[config.mk]
export PLATFORM = sky130hd
export DESIGN_NAME = ir_remote_pulse_distance_decoder
export DESIGN_NICKNAME = d
export VERILOG_FILES = /design/src/hw/rtl/irpd_pkg.sv /design/src/hw/rtl/irpd_csr.sv /design/src/hw/rtl/irpd_core.sv /design/src/hw/rtl/ir_remote_pulse_distance_decoder.sv
export SDC_FILE = /design/constraint.sdc
export NUM_CORES = 1
export LEC_CHECK = 0
export ABC_CLOCK_PERIOD_IN_PS = 5500
export BUFFER_PORTS_ARGS = -buffer_cell sky130_fd_sc_hd__buf_2
export CELL_PAD_IN_SITES_DETAIL_PLACEMENT = 1
export CELL_PAD_IN_SITES_GLOBAL_PLACEMENT = 2
export CORE_UTILIZATION = 39
export DETAILED_ROUTE_END_ITERATION = 7
export PLACE_DENSITY_LB_ADDON = 0.08
export SYNTH_ARGS = -nofsm -noshare
export SYNTH_HDL_FRONTEND = slang
export SYNTH_HIERARCHICAL = 1
export SYNTH_SLANG_ARGS = --single-unit
[constraint.sdc]
create_clock -name clock -period 5.5 [get_ports clock]
set_input_delay 1.1 -clock clock [delete_from_list [all_inputs] [get_ports clock]]
set_output_delay 1.1 -clock clock [all_outputs]
set_load 0.005 [all_outputs]
[src/hw/rtl/irpd_pkg.sv]
// ----------------------------------------------------------------------------
// IR pulse-distance decoder package
// Shared widths, register indexes, configuration and result types.
// ----------------------------------------------------------------------------
package irpd_pkg;

   localparam int TimeW      = 14;
   localparam int CodeW      = 32;
   localparam int ByteW      = 8;
   localparam int CodeIdxW   = 5;
   localparam int CsrIndexW  = 3;
   localparam int FrameBitsDefault = 32;

   typedef enum logic [CsrIndexW-1:0] {
      CSR_MIN_LEADER_TIME       = 3'd0,
      CSR_MAX_LEADER_PULSE      = 3'd1,
      CSR_MIN_FULL_LEADER_SPACE = 3'd2,
      CSR_MAX_LEADER_SPACE      = 3'd3,
      CSR_MIN_BIT_TIME          = 3'd4,
      CSR_ZERO_ONE_SPLIT        = 3'd5,
      CSR_MAX_BIT_TIME          = 3'd6,
      CSR_GAP_TIMEOUT           = 3'd7
   } csr_index_type;

   localparam logic [TimeW-1:0] RstMinLeaderTime      = 14'd2000;
   localparam logic [TimeW-1:0] RstMaxLeaderPulse     = 14'd9500;
   localparam logic [TimeW-1:0] RstMinFullLeaderSpace = 14'd4000;
   localparam logic [TimeW-1:0] RstMaxLeaderSpace     = 14'd5000;
   localparam logic [TimeW-1:0] RstMinBitTime         = 14'd400;
   localparam logic [TimeW-1:0] RstZeroOneSplit       = 14'd1000;
   localparam logic [TimeW-1:0] RstMaxBitTime         = 14'd2000;
   localparam logic [TimeW-1:0] RstGapTimeout         = 14'd10000;

   localparam logic [ByteW-1:0] ByteInvalid = 8'hFF;

   typedef struct packed {
      logic [TimeW-1:0] min_leader_time;
      logic [TimeW-1:0] max_leader_pulse;
      logic [TimeW-1:0] min_full_leader_space;
      logic [TimeW-1:0] max_leader_space;
      logic [TimeW-1:0] min_bit_time;
      logic [TimeW-1:0] zero_one_split;
      logic [TimeW-1:0] max_bit_time;
      logic [TimeW-1:0] gap_timeout;
   } cfg_type;

   typedef struct packed {
      logic             valid;
      logic [CodeW-1:0] raw_code;
      logic [ByteW-1:0] address_byte;
      logic [ByteW-1:0] command_byte;
      logic             is_repeat;
   } result_type;

endpackage

[src/hw/rtl/irpd_csr.sv]
// ----------------------------------------------------------------------------
// IR decoder configuration registers
// Holds the eight timing windows, written through a plain write port.
// ----------------------------------------------------------------------------
module irpd_csr (
   input  logic                          clock,
   input  logic                          reset,
   input  logic                          csr_write_enable,
   input  logic [irpd_pkg::CsrIndexW-1:0] csr_index,
   input  logic [irpd_pkg::TimeW-1:0]    csr_write_data,
   output irpd_pkg::cfg_type             cfg
);
   import irpd_pkg::*;

   cfg_type cfg_ff;
   cfg_type cfg_in;

   always_comb begin
      cfg_in = cfg_ff;
      if (csr_write_enable) begin
         case (csr_index_type'(csr_index))
            CSR_MIN_LEADER_TIME:       cfg_in.min_leader_time       = csr_write_data;
            CSR_MAX_LEADER_PULSE:      cfg_in.max_leader_pulse      = csr_write_data;
            CSR_MIN_FULL_LEADER_SPACE: cfg_in.min_full_leader_space = csr_write_data;
            CSR_MAX_LEADER_SPACE:      cfg_in.max_leader_space      = csr_write_data;
            CSR_MIN_BIT_TIME:          cfg_in.min_bit_time          = csr_write_data;
            CSR_ZERO_ONE_SPLIT:        cfg_in.zero_one_split        = csr_write_data;
            CSR_MAX_BIT_TIME:          cfg_in.max_bit_time          = csr_write_data;
            CSR_GAP_TIMEOUT:           cfg_in.gap_timeout           = csr_write_data;
            default:                   cfg_in = cfg_ff;
         endcase
      end
   end

   always_ff @(posedge clock) begin
      if (reset) begin
         cfg_ff.min_leader_time       <= RstMinLeaderTime;
         cfg_ff.max_leader_pulse      <= RstMaxLeaderPulse;
         cfg_ff.min_full_leader_space <= RstMinFullLeaderSpace;
         cfg_ff.max_leader_space      <= RstMaxLeaderSpace;
         cfg_ff.min_bit_time          <= RstMinBitTime;
         cfg_ff.zero_one_split        <= RstZeroOneSplit;
         cfg_ff.max_bit_time          <= RstMaxBitTime;
         cfg_ff.gap_timeout           <= RstGapTimeout;
      end else begin
         cfg_ff <= cfg_in;
      end
   end

   assign cfg = cfg_ff;

endmodule

[src/hw/rtl/irpd_core.sv]
// ----------------------------------------------------------------------------
// IR decoder frame state machine
// Walks leader pulse, leader space and data bits for one edge per cycle in which fire is high.
// ----------------------------------------------------------------------------
module irpd_core #(
   parameter int FRAME_BITS = irpd_pkg::FrameBitsDefault
) (
   input  logic                       clock,
   input  logic                       reset,
   input  logic                       fire,
   input  logic [irpd_pkg::TimeW-1:0] interval_us,
   input  logic                       pin_level,
   input  irpd_pkg::cfg_type          cfg,
   output irpd_pkg::result_type       result
);
   import irpd_pkg::*;

   localparam int CntW = $clog2(FRAME_BITS + 1);

   typedef enum logic [1:0] {
      PH_IDLE   = 2'd0,
      PH_LPULSE = 2'd1,
      PH_LSPACE = 2'd2,
      PH_DATA   = 2'd3
   } phase_type;

   phase_type        phase_ff, phase_in, phase_eff;
   logic [CntW-1:0]  bit_count_ff, bit_count_in, bit_count_inc;
   logic [CodeW-1:0] code_shift_ff, code_shift_in;
   logic             emit;
   logic             emit_repeat;
   logic [CodeW-1:0] emit_code;

   always_comb begin
      phase_eff = phase_ff;
      if (phase_ff != PH_IDLE && interval_us >= cfg.gap_timeout) begin
         phase_eff = PH_IDLE;
      end
      bit_count_inc = bit_count_ff + CntW'(1);
   end

   always_comb begin
      phase_in      = phase_eff;
      bit_count_in  = bit_count_ff;
      code_shift_in = code_shift_ff;
      emit          = 1'b0;
      emit_repeat   = 1'b0;
      emit_code     = code_shift_ff;
      case (phase_eff)
         PH_IDLE: begin
            phase_in = PH_LPULSE;
         end
         PH_LPULSE: begin
            if (interval_us < cfg.min_leader_time || interval_us > cfg.max_leader_pulse) begin
               phase_in = PH_IDLE;
            end else begin
               phase_in = PH_LSPACE;
            end
         end
         PH_LSPACE: begin
            if (interval_us < cfg.min_leader_time || interval_us > cfg.max_leader_space) begin
               phase_in = PH_IDLE;
            end else if (interval_us < cfg.min_full_leader_space) begin
               phase_in    = PH_IDLE;
               emit        = 1'b1;
               emit_repeat = 1'b1;
            end else begin
               phase_in      = PH_DATA;
               bit_count_in  = '0;
               code_shift_in = '0;
            end
         end
         PH_DATA: begin
            if (!pin_level) begin
               if (interval_us > cfg.max_bit_time || interval_us < cfg.min_bit_time) begin
                  phase_in = PH_IDLE;
               end else begin
                  if (interval_us >= cfg.zero_one_split) begin
                     code_shift_in[CodeIdxW'(bit_count_ff)] = 1'b1;
                  end
                  bit_count_in = bit_count_inc;
                  emit_code    = code_shift_in;
                  if (bit_count_inc == CntW'(FRAME_BITS)) begin
                     phase_in = PH_IDLE;
                     emit     = 1'b1;
                  end
               end
            end
         end
         default: begin
            phase_in = PH_IDLE;
         end
      endcase
   end

   always_ff @(posedge clock) begin
      if (reset) begin
         phase_ff      <= PH_IDLE;
         bit_count_ff  <= '0;
         code_shift_ff <= '0;
      end else if (fire) begin
         phase_ff      <= phase_in;
         bit_count_ff  <= bit_count_in;
         code_shift_ff <= code_shift_in;
      end
   end

   always_comb begin
      result.valid     = fire && emit;
      result.raw_code  = emit_code;
      result.is_repeat = emit_repeat;
      if (emit_code[7:0] == ~emit_code[15:8]) begin
         result.address_byte = emit_code[7:0];
      end else begin
         result.address_byte = ByteInvalid;
      end
      if (emit_code[23:16] == ~emit_code[31:24]) begin
         result.command_byte = emit_code[23:16];
      end else begin
         result.command_byte = ByteInvalid;
      end
   end

endmodule

[src/hw/rtl/ir_remote_pulse_distance_decoder.sv]
// Accepted words enter the input register; frame ends then load the result register.
// Throughput: one receiver edge per cycle unless a waiting result word stalls input.
// The input register holds a word only while the result register waits to be taken.
// Reset clears the frame state and both valid flags and loads the default timing windows.
// ----------------------------------------------------------------------------
// IR remote pulse-distance decoder
// Decodes NEC-style frames from receiver edge intervals into code, address and command.
// ----------------------------------------------------------------------------
module ir_remote_pulse_distance_decoder #(
   parameter int FRAME_BITS = irpd_pkg::FrameBitsDefault
) (
   input  logic                           clock,
   input  logic                           reset,
   input  logic                           req_valid,
   output logic                           req_stall,
   input  logic [irpd_pkg::TimeW-1:0]     req_interval_us,
   input  logic                           req_pin_level,
   output logic                           rsp_valid,
   input  logic                           rsp_stall,
   output logic [irpd_pkg::CodeW-1:0]     rsp_raw_code,
   output logic [irpd_pkg::ByteW-1:0]     rsp_address_byte,
   output logic [irpd_pkg::ByteW-1:0]     rsp_command_byte,
   output logic                           rsp_is_repeat,
   input  logic                           csr_write_enable,
   input  logic [irpd_pkg::CsrIndexW-1:0] csr_index,
   input  logic [irpd_pkg::TimeW-1:0]     csr_write_data
);
   import irpd_pkg::*;

   cfg_type          cfg;
   result_type       result;
   logic             req_valid_ff, req_valid_in;
   logic [TimeW-1:0] interval_ff;
   logic             pin_level_ff;
   logic             advance;
   logic             fire;
   result_type       rsp_ff;
   logic             rsp_valid_in;

   irpd_csr u_csr (
      .clock            (clock),
      .reset            (reset),
      .csr_write_enable (csr_write_enable),
      .csr_index        (csr_index),
      .csr_write_data   (csr_write_data),
      .cfg              (cfg)
   );

   irpd_core #(
      .FRAME_BITS (FRAME_BITS)
   ) u_core (
      .clock       (clock),
      .reset       (reset),
      .fire        (fire),
      .interval_us (interval_ff),
      .pin_level   (pin_level_ff),
      .cfg         (cfg),
      .result      (result)
   );

   assign advance   = !rsp_ff.valid || !rsp_stall;
   assign fire      = req_valid_ff && advance;
   assign req_stall = req_valid_ff && !advance;

   always_comb begin
      req_valid_in = req_valid_ff;
      if (!req_stall) begin
         req_valid_in = req_valid;
      end
      rsp_valid_in = rsp_ff.valid;
      if (fire && result.valid) begin
         rsp_valid_in = 1'b1;
      end else if (!rsp_stall) begin
         rsp_valid_in = 1'b0;
      end
   end

   always_ff @(posedge clock) begin
      if (reset) begin
         req_valid_ff <= 1'b0;
         rsp_ff.valid <= 1'b0;
      end else begin
         req_valid_ff <= req_valid_in;
         rsp_ff.valid <= rsp_valid_in;
      end
      if (!req_stall) begin
         interval_ff  <= req_interval_us;
         pin_level_ff <= req_pin_level;
      end
      if (fire && result.valid) begin
         rsp_ff.raw_code     <= result.raw_code;
         rsp_ff.address_byte <= result.address_byte;
         rsp_ff.command_byte <= result.command_byte;
         rsp_ff.is_repeat    <= result.is_repeat;
      end
   end

   assign rsp_valid        = rsp_ff.valid;
   assign rsp_raw_code     = rsp_ff.raw_code;
   assign rsp_address_byte = rsp_ff.address_byte;
   assign rsp_command_byte = rsp_ff.command_byte;
   assign rsp_is_repeat    = rsp_ff.is_repeat;

endmodule

==> run metrics <==
DP HPWL=26,100 um; measured slew at the worst slew-check pin=1.12 ns; Yosys warning count=6; period utilisation layout=73.4%; Iteration-0 DRC Markers=490; Placer Congestion=0.832; Port Buffer Count=87; Synth top area share=25.4%; Finished Layout Cells=1,716; remaining antenna violation count=0; Slew Limit Fails=0; first-pass GRT wire length=56,400 um; placed cells=1,667; P per Cell Area=280 mW/mm^2; post-synthesis cell type count=76; via/cell ratio=5.39; CTS clock-pin slew for the worst setup and hold paths=0.06 ns; Layout Area Growth over Synthesis=13.7%; nets=1,450; Hold Crit Class=reg -> reg; met1 wire length=18,400 um; worst clock skew=0.0141 ns; Rel. slew slack=24.9%; critical-path maximum fanout=13; Worst EP required=5.75 ns; synthesized area=0.0121 mm^2; Die H=178 um; Detailed Route WL=36,300 um; final hold violation count=0; syn_area_per_cell=9.77 um^2; Fillers=3,445; CP Capture Type=flip-flop; CTS Buffer Depth=3; Worst-Skew Late Latency=0.53 ns; sequential area share after synthesis=41.3%; TritonCTS buffer count=27; I/O pins=88; Starting Density=39.6%; area leader, netlist=dfxtp_1; DRC Markers=0; pin count of the biggest net entering global routing=81; Peak VDD IR=0.000269 V; ratio of cells with drive above 1 in the final layout=13.2%; antenna fix cells=0; TritonCTS Sinks=218; area of the core=0.0306 mm^2; Post-CTS Hold Fix Bufs=0; initial antenna violation count=0; H-Tree Depth=1; CTS tree=built; Syn Nets=1,391; Pre-antenna DRT Iters=7; Worst EP arrival=4.28 ns; Synth Instances=1,241; root buffer cell=clkbuf_16; GR Overflow Total=0; GRT Util Overall=23.3%; post-layout minimum cycle time=4.03 ns; type of the worst setup path=reg -> reg; status=complete, no violations; leakage power=6.03 nW; # Max-Cap Violations=0; highest metal used=met4; CP Launch Type=flip-flop; top cells by area, synth=dfxtp_1, edfxtp_1, ha_1; Resized cells post-CTS=0; unrepaired setup endpoints after global routing=false; num rows=64; Peak Freq=0.248 GHz; vias=9,242; Setup Buffers After CTS=0; WL/cell=21.1 um; setup_tns=0 ns; die area=0.0318 mm^2; synthesized flop and latch total=218; Top FF cell, synth=dfxtp_1; met3 WL=1360 um; die span in x=178 um; met2 wire len=16,000 um; vias in the first global route=9,500; number of flops mapped to enable cells by yosys=64; Async SR Flop Fraction=0%; Setup-failing EPs final=0
[path summary, 6_finish.rpt]
path | depth (start not counted) | slack, ns | endpoint | start
max reg2reg | 10 | 1.47 | rsp_address_byte[0] | interval_ff[7]
min reg2reg | 2 | 0.48 | u_csr/cfg[73] | u_csr/cfg[73]
min | 2 | 0.48 | u_csr/cfg[73] | u_csr/cfg[73]
max | 10 | 1.47 | rsp_address_byte[0] | interval_ff[7]
[metrics by stage]
step / area, um^2 / hold slack (ns) / utilization (%) / power, W / setup WS [ns]
global placement: 12800 / 0.459 / 42.0 / 0.00201 / 1.67
floorplan: 12100 / 0.448 / - / 0.00192 / 0.552
finish: 13800 / 0.476 / 45.1 / 0.00386 / 1.47
global route: 13800 / 0.497 / 45.1 / 0.00401 / 1.16
CTS: 13800 / 0.480 / 45.1 / 0.00392 / 1.57
detailed placement: 12800 / 0.468 / 42.0 / 0.00202 / 1.58
[state kept, by name, summed over array words and instances, names as in the netlist]
name and flops:
u_core/code_shift_ff 32, u_core/phase_ff 2, interval_ff 14, rsp_raw_code 32, u_csr/cfg 112, rsp_command_byte 8, u_core/bit_count_ff 6, rsp_valid 1
rsp_address_byte 8, pin_level_ff 1, rsp_is_repeat 1, req_valid_ff 1
[layout by cell type (no fill, tap or decap), drive strengths merged, types with 3 or more instances in the layout]
| master | instances |
|---|---|
| or3 | 11 |
| nand3b | 8 |
| bufinv | 6 |
| nor3 | 16 |
| o22ai | 3 |
| dfxtp | 154 |
| nand4bb | 3 |
| o21ai | 24 |
| a31o | 3 |
| nand3 | 14 |
| a22oi | 10 |
| nor4 | 43 |
| edfxtp | 64 |
| a21o | 46 |
| and3 | 5 |
| nor2b | 11 |
| nand4b | 3 |
| a311oi | 4 |
| or2 | 11 |
| ha | 113 |
| o21bai | 5 |
| nand2b | 98 |
| nand4 | 22 |
| a31oi | 3 |
| and2 | 4 |
| nor2 | 94 |
| a221oi | 5 |
| or4 | 3 |
| a211oi | 8 |
| clkbuf | 34 |
| nand2 | 37 |
| clkinv | 5 |
| a21oi | 45 |
| buf | 95 |
| inv | 123 |
| o21a | 35 |
| mux2i | 114 |
| o211ai | 4 |
[logic make-up after synthesis]
family / Yosys count / synth area share (%)
flip-flops: 218 / 41.3
AO/OA/AOI/OAI: 222 / 13.3
buffers and inverters: 186 / 6.48
adder cells (fa/ha/maj): 113 / 11.7
AND/OR/NAND/NOR: 388 / 17.9
multiplexers: 114 / 9.41
[synthesized netlist by cell type (all sizes together) (10+ instances only)]
master    n
a21oi    45
nor2     94
edfxtp   64
mux2i   114
nand2b   98
a22oi    10
buf      29
a21o     46
dfxtp   154
clkbuf   36
nand3    14
nand2    37
nor2b    11
nor4     43
nor3     16
o21ai    24
or3      11
o21a     35
or2      11
nand4    22
ha      113
inv     121
[worst max-delay path, stage by stage, from the launching register on]
cell      delay (ns)
edfxtp_1        0.55
ha_1            0.37
a21oi_1         0.18
o21ai_1         0.09
a21oi_1         0.35
o211a_1         0.43
nand2_4         0.18
nor3_1          0.93
a221oi_2        0.15
nor3_2          0.39
nand3b_1        0.14
[report_power, final]
group	switching, W	total, W	internal, W	leakage (nW)
combinational	0.000175	0.000285	0.000110	3.85
clock	0.000692	0.00188	0.00119	0.449
sequential	0.0000274	0.00170	0.00167	1.73
[layer usage]
layer | track usage, % | vias to the layer above
li1 | - | 4537
met1 | 34.1 | 4488
met3 | 2.77 | 34
met4 | 3.99 | 0
met2 | 36.9 | 183
met5 | 0 | -
[area by class of cell]
class	count	area [um^2]	area share, %
multi-input combinational	837	6380	46.3
sequential	218	5000	36.3
clock buffer	34	702	5.09
timing repair buffer	95	510	3.70
tap	396	495	3.60
inverter	121	454	3.30
clock inverter	15	236	1.72
Note: power is estimated with default switching activity, not from simulation.
